[config.mk]
export PLATFORM = sky130hd
export DESIGN_NAME = bounded_sequence_list_engine
export DESIGN_NICKNAME = d
export VERILOG_FILES = /design/src/design/bsle_pkg.sv /design/src/design/bsle_ctrl.sv /design/src/design/bsle_dpath.sv /design/src/design/bounded_sequence_list_engine.sv
export SDC_FILE = /design/constraint.sdc
export NUM_CORES = 2
export LEC_CHECK = 0
export ABC_AREA = 1
export ABC_CLOCK_PERIOD_IN_PS = 4150
export BUFFER_PORTS_ARGS = -buffer_cell sky130_fd_sc_hd__clkbuf_2
export CAP_MARGIN = 20
export CORE_ASPECT_RATIO = 1.75
export CORE_MARGIN = 5
export CORE_UTILIZATION = 50
export DETAILED_ROUTE_END_ITERATION = 8
export PLACE_DENSITY = 0.69
export SLEW_MARGIN = 10
export SYNTH_ARGS = -nofsm -noshare
export SYNTH_HDL_FRONTEND = slang
export SYNTH_SLANG_ARGS = --single-unit
[constraint.sdc]
create_clock -name clk -period 4.15 [get_ports clk]
set_input_delay 0.2075 -clock clk [delete_from_list [all_inputs] [get_ports clk]]
set_output_delay 0.2075 -clock clk [all_outputs]
set_load 0.005 [all_outputs]
[src/design/bsle_pkg.sv]
// Shared types and codes for the bounded sequence list engine.
package bsle_pkg;

    // Operation codes carried by an input word.
    localparam logic [2:0] OP_INS    = 3'd0;
    localparam logic [2:0] OP_DEL    = 3'd1;
    localparam logic [2:0] OP_ORD    = 3'd2;
    localparam logic [2:0] OP_REV    = 3'd3;
    localparam logic [2:0] OP_SEARCH = 3'd4;
    localparam logic [2:0] OP_DUMP   = 3'd5;

    // Status codes carried by a result word.
    localparam logic [2:0] ST_OK       = 3'd0;
    localparam logic [2:0] ST_EMPTY    = 3'd1;
    localparam logic [2:0] ST_BADPOS   = 3'd2;
    localparam logic [2:0] ST_FULL     = 3'd3;
    localparam logic [2:0] ST_NOTFOUND = 3'd4;

    // Commands from the controller to the datapath.
    typedef struct packed {
        logic load;    // latch the input word, clear step counter
        logic rot;     // rotate all cells left by one
        logic rev;     // reverse all cells
        logic shd;     // shift cells down by one
        logic scan;    // compare the head cell at this step
        logic kinc;    // advance step counter
        logic kcnt;    // load step counter with the element count
        logic exec;    // finish the operation, update count
        logic emit;    // load a dump word into the output register
        logic result;  // load the final result word
    } cmd_t;

    // Status from the datapath to the controller.
    typedef struct packed {
        logic empty;
        logic k_last;
        logic k_done;
        logic dump_last;
        logic out_free;
    } sts_t;

endpackage

[src/design/bsle_ctrl.sv]
// Controller state machine of the bounded sequence list engine.
module bsle_ctrl
(
    input  logic           clk,
    input  logic           rst_n,
    input  logic           in_valid,
    input  logic [2:0]     op,
    input  bsle_pkg::sts_t sts,
    output logic           in_ready,
    output bsle_pkg::cmd_t cmd
);
    import bsle_pkg::*;

    typedef enum logic [7:0] {
        S_IDLE   = 8'b00000001,
        S_SCAN   = 8'b00000010,
        S_REV    = 8'b00000100,
        S_SHIFT  = 8'b00001000,
        S_DUMP   = 8'b00010000,
        S_ROT    = 8'b00100000,
        S_EXEC   = 8'b01000000,
        S_RESULT = 8'b10000000
    } state_t;

    state_t state_reg;
    state_t state_next;

    assign in_ready = (state_reg == S_IDLE);

    // Next state and command decode.
    always_comb
    begin
        state_next = state_reg;
        cmd        = '0;
        unique case (state_reg)
            S_IDLE:
            begin
                if (in_valid)
                begin
                    cmd.load = 1'b1;
                    case (op)
                        OP_ORD, OP_SEARCH: state_next = S_SCAN;
                        OP_REV:            state_next = S_REV;
                        OP_DUMP:           state_next = sts.empty ? S_EXEC : S_DUMP;
                        default:           state_next = S_EXEC;
                    endcase
                end
            end
            S_SCAN:
            begin
                cmd.rot  = 1'b1;
                cmd.scan = 1'b1;
                cmd.kinc = 1'b1;
                if (sts.k_last)
                    state_next = S_EXEC;
            end
            S_REV:
            begin
                cmd.rev    = 1'b1;
                cmd.kcnt   = 1'b1;
                state_next = S_SHIFT;
            end
            S_SHIFT:
            begin
                if (sts.k_done)
                    state_next = S_EXEC;
                else
                begin
                    cmd.shd  = 1'b1;
                    cmd.kinc = 1'b1;
                end
            end
            S_DUMP:
            begin
                if (sts.out_free)
                begin
                    cmd.emit = 1'b1;
                    cmd.rot  = 1'b1;
                    cmd.kinc = 1'b1;
                    if (sts.dump_last)
                        state_next = sts.k_last ? S_IDLE : S_ROT;
                end
            end
            S_ROT:
            begin
                cmd.rot  = 1'b1;
                cmd.kinc = 1'b1;
                if (sts.k_last)
                    state_next = S_IDLE;
            end
            S_EXEC:
            begin
                cmd.exec   = 1'b1;
                state_next = S_RESULT;
            end
            S_RESULT:
            begin
                if (sts.out_free)
                begin
                    cmd.result = 1'b1;
                    state_next = S_IDLE;
                end
            end
            default: state_next = S_IDLE;
        endcase
    end

    // State register.
    always_ff @(posedge clk or negedge rst_n)
    begin
        if (!rst_n)
            state_reg <= S_IDLE;
        else
            state_reg <= state_next;
    end

endmodule

[src/design/bsle_dpath.sv]
// Datapath of the bounded sequence list engine: cell row, counters, output word.
module bsle_dpath
#(
    parameter int CAPACITY   = 16,
    parameter int DATA_WIDTH = 32
)
(
    input  logic                clk,
    input  logic                rst_n,
    input  bsle_pkg::cmd_t      cmd,
    output bsle_pkg::sts_t      sts,
    input  logic [2:0]          op,
    input  logic signed [31:0]  value,
    input  logic [4:0]          position,
    output logic                out_valid,
    input  logic                out_ready,
    output logic [2:0]          status,
    output logic signed [31:0]  item_value,
    output logic [4:0]          item_index,
    output logic [4:0]          length,
    output logic                last
);
    import bsle_pkg::*;

    localparam int CW   = $clog2(CAPACITY + 1);
    localparam int CMPW = (CW > 5) ? CW : 5;

    logic [DATA_WIDTH-1:0] cell_reg [CAPACITY];
    logic [DATA_WIDTH-1:0] cell_next [CAPACITY];
    logic [CW-1:0]         count_reg;
    logic [CW-1:0]         count_next;
    logic [CW-1:0]         k_reg;
    logic [CW-1:0]         found_reg;
    logic                  found_flag_reg;
    logic [2:0]            op_reg;
    logic [DATA_WIDTH-1:0] val_reg;
    logic [4:0]            pos_reg;
    logic [2:0]            res_st_reg;
    logic [CW-1:0]         res_idx_reg;
    logic                  ov_reg;
    logic [2:0]            st_o_reg;
    logic [31:0]           val_o_reg;
    logic [4:0]            idx_o_reg;
    logic [4:0]            len_o_reg;
    logic                  last_o_reg;

    logic [CMPW-1:0]       pos_ext;
    logic [CMPW-1:0]       cnt_ext;
    logic [CMPW-1:0]       ipos;
    logic                  full;
    logic                  ins_go;
    logic                  del_go;
    logic [2:0]            ex_st;
    logic [CW-1:0]         ex_idx;
    logic                  hit;
    logic                  k_in;
    logic signed [63:0]    val_wide;
    logic signed [63:0]    head_wide;

    assign pos_ext   = CMPW'(pos_reg);
    assign cnt_ext   = CMPW'(count_reg);
    assign full      = (count_reg == CW'(CAPACITY));
    assign k_in      = (k_reg < count_reg);
    assign val_wide  = 64'(value);
    assign head_wide = 64'(signed'(cell_reg[0]));

    // Status toward the controller.
    assign sts.empty     = (count_reg == '0);
    assign sts.k_last    = (k_reg == CW'(CAPACITY - 1));
    assign sts.k_done    = (k_reg == CW'(CAPACITY));
    assign sts.dump_last = (CW'(k_reg + 1'b1) == count_reg);
    assign sts.out_free  = !ov_reg || out_ready;

    // Head cell compare for search and ordered insert.
    always_comb
    begin
        hit = 1'b0;
        if (cmd.scan && !found_flag_reg && k_in)
        begin
            if (op_reg == OP_SEARCH)
                hit = (cell_reg[0] == val_reg);
            else if (k_reg == '0)
                hit = $signed(val_reg) < $signed(cell_reg[0]);
            else
                hit = !($signed(cell_reg[0]) < $signed(val_reg));
        end
    end

    // Final decision of each operation.
    always_comb
    begin
        ins_go = 1'b0;
        del_go = 1'b0;
        ipos   = pos_ext;
        ex_st  = ST_OK;
        ex_idx = '0;
        case (op_reg)
            OP_INS:
            begin
                if (pos_ext > cnt_ext)
                    ex_st = ST_BADPOS;
                else if (full)
                    ex_st = ST_FULL;
                else
                    ins_go = 1'b1;
            end
            OP_DEL:
            begin
                if (count_reg == '0)
                    ex_st = ST_EMPTY;
                else if (pos_ext >= cnt_ext)
                    ex_st = ST_BADPOS;
                else
                    del_go = 1'b1;
            end
            OP_ORD:
            begin
                ipos = found_flag_reg ? CMPW'(found_reg) : cnt_ext;
                if (full)
                    ex_st = ST_FULL;
                else
                    ins_go = 1'b1;
            end
            OP_SEARCH:
            begin
                if (count_reg == '0)
                    ex_st = ST_EMPTY;
                else if (found_flag_reg)
                    ex_idx = found_reg;
                else
                    ex_st = ST_NOTFOUND;
            end
            OP_DUMP: ex_st = ST_EMPTY;
            default: ex_st = ST_OK;
        endcase
    end

    // Next value of each cell; every cell sees only fixed neighbors.
    always_comb
    begin
        for (int i = 0; i < CAPACITY; i++)
        begin
            cell_next[i] = cell_reg[i];
            if (cmd.exec && ins_go)
            begin
                if (CMPW'(i) == ipos)
                    cell_next[i] = val_reg;
                else if (CMPW'(i) > ipos)
                    cell_next[i] = cell_reg[(i + CAPACITY - 1) % CAPACITY];
            end
            else if (cmd.exec && del_go)
            begin
                if (CMPW'(i) >= pos_ext && i < CAPACITY - 1)
                    cell_next[i] = cell_reg[i + 1 - ((i + 1) / CAPACITY)];
            end
            else if (cmd.rot)
                cell_next[i] = cell_reg[(i + 1) % CAPACITY];
            else if (cmd.rev)
                cell_next[i] = cell_reg[CAPACITY - 1 - i];
            else if (cmd.shd && i < CAPACITY - 1)
                cell_next[i] = cell_reg[i + 1 - ((i + 1) / CAPACITY)];
        end
    end

    // Count update.
    always_comb
    begin
        count_next = count_reg;
        if (cmd.exec && ins_go)
            count_next = count_reg + 1'b1;
        else if (cmd.exec && del_go)
            count_next = count_reg - 1'b1;
    end

    // Cell row, operand, match, result and output word registers.
    always_ff @(posedge clk)
    begin
        for (int i = 0; i < CAPACITY; i++)
            cell_reg[i] <= cell_next[i];
        if (cmd.load)
        begin
            op_reg  <= op;
            val_reg <= val_wide[DATA_WIDTH-1:0];
            pos_reg <= position;
        end
        if (hit)
            found_reg <= k_reg;
        if (cmd.exec)
        begin
            res_st_reg  <= ex_st;
            res_idx_reg <= ex_idx;
        end
        if (cmd.emit)
        begin
            st_o_reg   <= ST_OK;
            val_o_reg  <= head_wide[31:0];
            idx_o_reg  <= 5'(CMPW'(k_reg));
            len_o_reg  <= cnt_ext[4:0];
            last_o_reg <= sts.dump_last;
        end
        else if (cmd.result)
        begin
            st_o_reg   <= res_st_reg;
            val_o_reg  <= '0;
            idx_o_reg  <= 5'(CMPW'(res_idx_reg));
            len_o_reg  <= cnt_ext[4:0];
            last_o_reg <= 1'b1;
        end
    end

    // Control registers.
    always_ff @(posedge clk or negedge rst_n)
    begin
        if (!rst_n)
        begin
            count_reg      <= '0;
            k_reg          <= '0;
            found_flag_reg <= 1'b0;
            ov_reg         <= 1'b0;
        end
        else
        begin
            count_reg <= count_next;
            if (cmd.load)
                k_reg <= '0;
            else if (cmd.kcnt)
                k_reg <= count_reg;
            else if (cmd.kinc)
                k_reg <= k_reg + 1'b1;
            if (cmd.load)
                found_flag_reg <= 1'b0;
            else if (hit)
                found_flag_reg <= 1'b1;
            if (cmd.emit || cmd.result)
                ov_reg <= 1'b1;
            else if (out_ready)
                ov_reg <= 1'b0;
        end
    end

    assign out_valid  = ov_reg;
    assign status     = st_o_reg;
    assign item_value = val_o_reg;
    assign item_index = idx_o_reg;
    assign length     = len_o_reg;
    assign last       = last_o_reg;

    // The count never passes the capacity.
    a_count_bound: assert property (@(posedge clk) disable iff (!rst_n)
        count_reg <= CW'(CAPACITY))
        else $error("element count above capacity");

    // A new result word never overwrites one that has not been taken.
    a_no_overwrite: assert property (@(posedge clk) disable iff (!rst_n)
        (cmd.emit || cmd.result) |-> (!ov_reg || out_ready))
        else $error("output word overwritten");

    // A recorded match always lies inside the stored elements.
    a_found_in_range: assert property (@(posedge clk) disable iff (!rst_n)
        found_flag_reg |-> (found_reg < count_reg))
        else $error("match index outside the list");

endmodule

[src/design/bounded_sequence_list_engine.sv]
// Top level of the bounded sequence list engine: controller plus datapath.
// Insert, delete, empty dump and unused codes: execute, then the result word. Ordered insert
// and search: a rotating scan of all cells first. Reverse: CAPACITY - count shifts follow the
// reversal. Dump: a word a cycle while the output is free, then CAPACITY - count rotations.
// One word is worked at a time; the next is taken when the previous finishes.
// Reset clears the count and the control; cell contents stay undefined until written.
module bounded_sequence_list_engine
#(
    parameter int CAPACITY   = 16,
    parameter int DATA_WIDTH = 32
)
(
    input  logic               clk,
    input  logic               rst_n,
    input  logic               in_valid,
    output logic               in_ready,
    input  logic [2:0]         op,
    input  logic signed [31:0] value,
    input  logic [4:0]         position,
    output logic               out_valid,
    input  logic               out_ready,
    output logic [2:0]         status,
    output logic signed [31:0] item_value,
    output logic [4:0]         item_index,
    output logic [4:0]         length,
    output logic               last
);
    import bsle_pkg::*;

    cmd_t cmd;
    sts_t sts;

    // Sequencing of each operation.
    bsle_ctrl u_ctrl
    (
        .clk      (clk),
        .rst_n    (rst_n),
        .in_valid (in_valid),
        .op       (op),
        .sts      (sts),
        .in_ready (in_ready),
        .cmd      (cmd)
    );

    // Cell row, counters and output word.
    bsle_dpath
    #(
        .CAPACITY   (CAPACITY),
        .DATA_WIDTH (DATA_WIDTH)
    )
    u_dpath
    (
        .clk        (clk),
        .rst_n      (rst_n),
        .cmd        (cmd),
        .sts        (sts),
        .op         (op),
        .value      (value),
        .position   (position),
        .out_valid  (out_valid),
        .out_ready  (out_ready),
        .status     (status),
        .item_value (item_value),
        .item_index (item_index),
        .length     (length),
        .last       (last)
    );

endmodule
======== Word-level counts from Yosys, hierarchy flattened ========
Memories as Yosys holds them, arrays and structs flattened.
Cells that the tools add are included.
word-level totals
  register bits ........................... 119
  RAM bits ................................ 512
  bits of input ports ..................... 44
  output and inout port bits .............. 48
  memories kept ........................... 1
memory list
  memory            depth  width  read ports  clocked after memory_dff  wr ports  RTL line          RTL
  u_dpath.cell_reg  16     32     16          0                         16        bsle_dpath.sv:28  logic [DATA_WIDTH-1:0] cell_reg [CAPACITY];
cells by class
  add/sub/neg operators ................... 3
  order comparisons ....................... 36
  eq/ne operators ......................... 43
  mux-type cells .......................... 184
  bitwise operators ....................... 2
  reductions and logical operators ........ 22
operator list
  kind                                                 count
  2-to-1 mux 32 bit                                    128
  less-than comparator 32 bit                          2
  one-hot mux 8 bit (8 select lines)                   1
  2-to-1 mux 8 bit                                     7
  2-to-1 mux 5 bit                                     11
  == test 4 x 5 -> 1 bit (first input constant)        8
  > comparator 4 x 5 -> 1 bit (first input constant)   8
  >= comparator 4 x 5 -> 1 bit (first input constant)  7
  == test 32 bit                                       1
  2-to-1 mux 1 bit                                     24
  one-hot mux 8 bit (3 select lines)                   1
  == test 3 x 5 -> 1 bit (first input constant)        4
  >= comparator 3 x 5 -> 1 bit (first input constant)  4
  > comparator 3 x 5 -> 1 bit (first input constant)   4
  zero test 5 bit                                      3
  one-hot mux 3 bit (5 select lines)                   1
  == test 3 bit (second input constant)                4
  adder 5 x 1 -> 5 bit (second input constant)         2
  == test 2 x 5 -> 1 bit (first input constant)        2
  == test 5 bit (second input constant)                2
  >= comparator 1 x 5 -> 1 bit (first input constant)  2
  >= comparator 2 x 5 -> 1 bit (first input constant)  2
  > comparator 1 x 5 -> 1 bit (first input constant)   2
  > comparator 2 x 5 -> 1 bit (first input constant)   2
  35 further kinds                                     58

======== Longest topological paths before layout ========
  word-level depth ........................ 8
  mapped depth ............................ 17
  mapped depth without buffers ............ 17

======== Modules after synthesis ========
Synthesis repeated with hierarchy kept, for this count alone.
unflattened totals
  cells, all modules ...................... 4553
  area total of the unflattened synthesis .. 38236.7 um^2
modules (own cells, without submodules)
  module      times used  cells each  area an instance (um^2)
  bsle_dpath  1           4430        37517.2
  bsle_ctrl   1           123         719.4

======== Worst setup path after synthesis ========
Ideal clock, no wire load.
  path type ............................... register -> register
  start point ............................. register, netlist name u_dpath.cnt_ext[4]
  end point ............................... memory u_dpath.cell_reg[5][0] (enable)
  arrival time ............................ 4.082 ns
  data required time ...................... 3.689 ns
  path slack .............................. -0.393 ns
  stages on the path, launching flop included .. 14
  path buffers ............................ 0
  clock period less this slack ............ 4.543 ns
  cells stage by stage .................... dfrtp_1 inv_1 ha_1 nand2_1 nor2_1 nand2_1 o211ai_2 nor2_1 nand3_1 nand2_1 inv_1 nand2_1 nand2_1 nor3_1
RTL lines
  item              RTL line
  end: declaration  bsle_dpath.sv:28

==> results.yml <==
drt:
  drc: 0
  first_iter_violations: 3647
  wl_per_cell_um: 23.7
  wl_met1_um: 43100
  vias: 32900
  finalWirelength_um: 126000
  vias_per_cell: 6.21
  routed-wl-met2_um: 63600
  top_layer: "met4"
  wl_met3_um: 8660
  final_antenna_net_count: 0
  drtPass1Iterations: 7
finish:
  drive_above_1_share: 0.0784
  largest_reg_flops: 512
  fill_cells: 6548
  multi_input_area_um2: 15000
  fin_nets: 4415
  syn2layout_area_growth_pct: 10.9
  layout_common_cells: "nand2_1, o21ai_0, edfxtp_1"
  n_antenna_cell: 0
  final-seq-area_um2: 18800
  final_common_cell: "nand2_1"
cts:
  cts_tree: "built"
  holdBufCountCts: 43
  cts_buffers: 61
  cts_resized: 0
  cts_setup_buffers: 0
  clk_pin_slew_ns: 0.07
  cts_max_path_buffers: 3
  clk_latency_ns: 0.69
  htreeDepth: 2
  root_buffer: "clkbuf_16"
  clock-sinks: 631
synth:
  synth_area_leader_cell: "edfxtp_1"
  syn-num-nets: 4472
  synth_top_area_frac: 0.495
  synth_cells: 4379
  syn_area_per_cell_um2: 8.42
  ys_async_sr_fraction: 0.0317
  ys_types: 48
  synth-seq-cells: 631
  synth-main-ff-cell: "edfxtp_1"
  ys_warn_count: 0
  synth_enable_flop_cells: 608
  netlist_area_um2: 36900
  yosysSeqAreaShare: 0.511
  synth_area_leaders: "edfxtp_1, o21ai_0, nand2_1"
setup_path:
  critPathRequiredTime_ns: 4.54
  cp-start-kind: "flop"
  r2r_start: "u_dpath.cnt_ext[4]$_DFFE_PN0P_"
  crit_path_max_fanout: 55
  endpoint_kind: "flop"
  worst-setup-path-type: "flop to flop"
  worstPathArrival_ns: 3.93
  cp-startpoint: "u_dpath.cnt_ext[4]$_DFFE_PN0P_"
run_status:
  status: "complete, no violations"
job:
  cap_violations: 0
timing:
  tightest_slew_ns: 0.984
  fin_setup_tns_ns: 0
  post-route-min-period_ns: 3.54
  hold_violations: 0
  fmax_ghz: 0.283
  rsz0062_at_grt: "false"
  finClkSkew_ns: 0.0427
  fin_hold_ws_ns: 0.0525
  finalMaxSlewViolations: 0
  relSlewSlack: 0.344
  fin_ws_ns: 0.611
  setup_violations: 0
  finalCritPeriodShare: 0.853
power_and_ir_drop:
  power_density_nw_per_um2: 611
  finalPower_mw: 25.0
  vdd_drop_max_uv: 564
  p_leak_nw: 15.2
place:
  portBuffers: 91
  hpwl_um: 79500
  pre_cts_slack_ns: 0.680
  gp_congestion: 0.934
die:
  core_region_area_um2: 73100
  initial_core_util: 0.504
  rows: 131
  die_area_um2: 79500
  die_h_um: 369
  fp.dieW_um: 215
  pin_count: 92
global_routing:
  grt_pass1_vias: 32400
  grt_pass1_wl_um: 188000
  track_usage: 0.305
  gr-total-overflow: 0
  antenna_found_initial: 0
  grt_max_degree: 221
hold_path:
  min_path_type: "input pin to async pin"
==> per-layer routing <==
metal,GRT usage,vias up
met1,0.334,15800
met4,0.204,0
li1,-,15100
met5,0,-
met3,0.0398,446
met2,0.549,1574
==> cells in the mapped netlist, types with 27 or more instances <==
library cell,number
ha_1,48
o21ai_1,68
nand3_1,27
clkbuf_1,230
o22ai_1,36
o211ai_1,420
a21oi_1,63
nor2_1,130
buf_2,108
o21ai_0,1001
inv_1,460
edfxtp_1,608
nand2_1,1065
==> kinds of logic (layout without fill, tap and decap cells) <==
family	count (synthesis)	count (layout)	synth area share
buffers and inverters	818	814	0.0880
AO/OA/AOI/OAI	1602	1602	0.249
XOR/XNOR	8	8	0.00190
flip-flops	631	631	0.511
adder cells (fa/ha/maj)	49	49	0.0168
AND/OR/NAND/NOR	1271	1271	0.134
==> power by group <==
part / leakage (nW) / switching (mW) / internal [mW]
combinational: 8.35 / 6.06 / 2.40
clock: 0.997 / 2.73 / 3.17
sequential: 5.82 / 1.07 / 9.54
total: 15.2 / 9.86 / 15.1
==> path summary, 6_finish.rpt <==
check,slack (ns),end,cells after the start
worst min register to register,0.50,u_dpath.status[0]$_SDFFE_PP0P_,2
worst min-delay path,0.05,u_dpath.out_valid$_DFFE_PN0P_,2
min in group clk,0.23,u_dpath.val_reg[16]$_DFFE_PP_,2
max in group asynchronous,3.71,u_dpath.cnt_ext[1]$_DFFE_PN0P_,2
worst max register to register,0.61,u_dpath.cell_reg[15][7]$_DFFE_PP_,13
worst max-delay path,0.61,u_dpath.cell_reg[15][7]$_DFFE_PP_,13
==> area by class of cell <==
type / count / share of cell area
Tap cell: 931 / 0.0285
Multi-Input combinational cell: 2930 / 0.368
Inverter: 465 / 0.0431
Sequential cell: 631 / 0.460
Timing Repair Buffer: 233 / 0.0502
Clock inverter: 40 / 0.00976
Clock buffer: 76 / 0.0405
==> per-stage QoR <==
stage	instances	util	area (um2)
2_1_floorplan	4379	-	36900
3_3_place_gp	5147	0.525	38400
3_5_place_dp	5147	0.525	38400
4_1_cts	5306	0.559	40900
5_1_grt	5306	0.559	40900
6_report	5306	0.559	40900
==> worst max-delay path, cell delays in order, from the launching register on <==
cell      delay [ns]
dfrtp_1         0.46
inv_1           0.15
ha_1            0.32
nand2_1         0.09
nor2_1          0.13
nand2_1         0.08
o211ai_2        0.11
nand3_1         0.24
nand2_8         0.16
buf_4           0.58
buf_4           0.59
a21oi_1         0.08
o21ai_0         0.09
o21ai_0         0.10
Note: power is estimated with default switching activity, not from simulation.
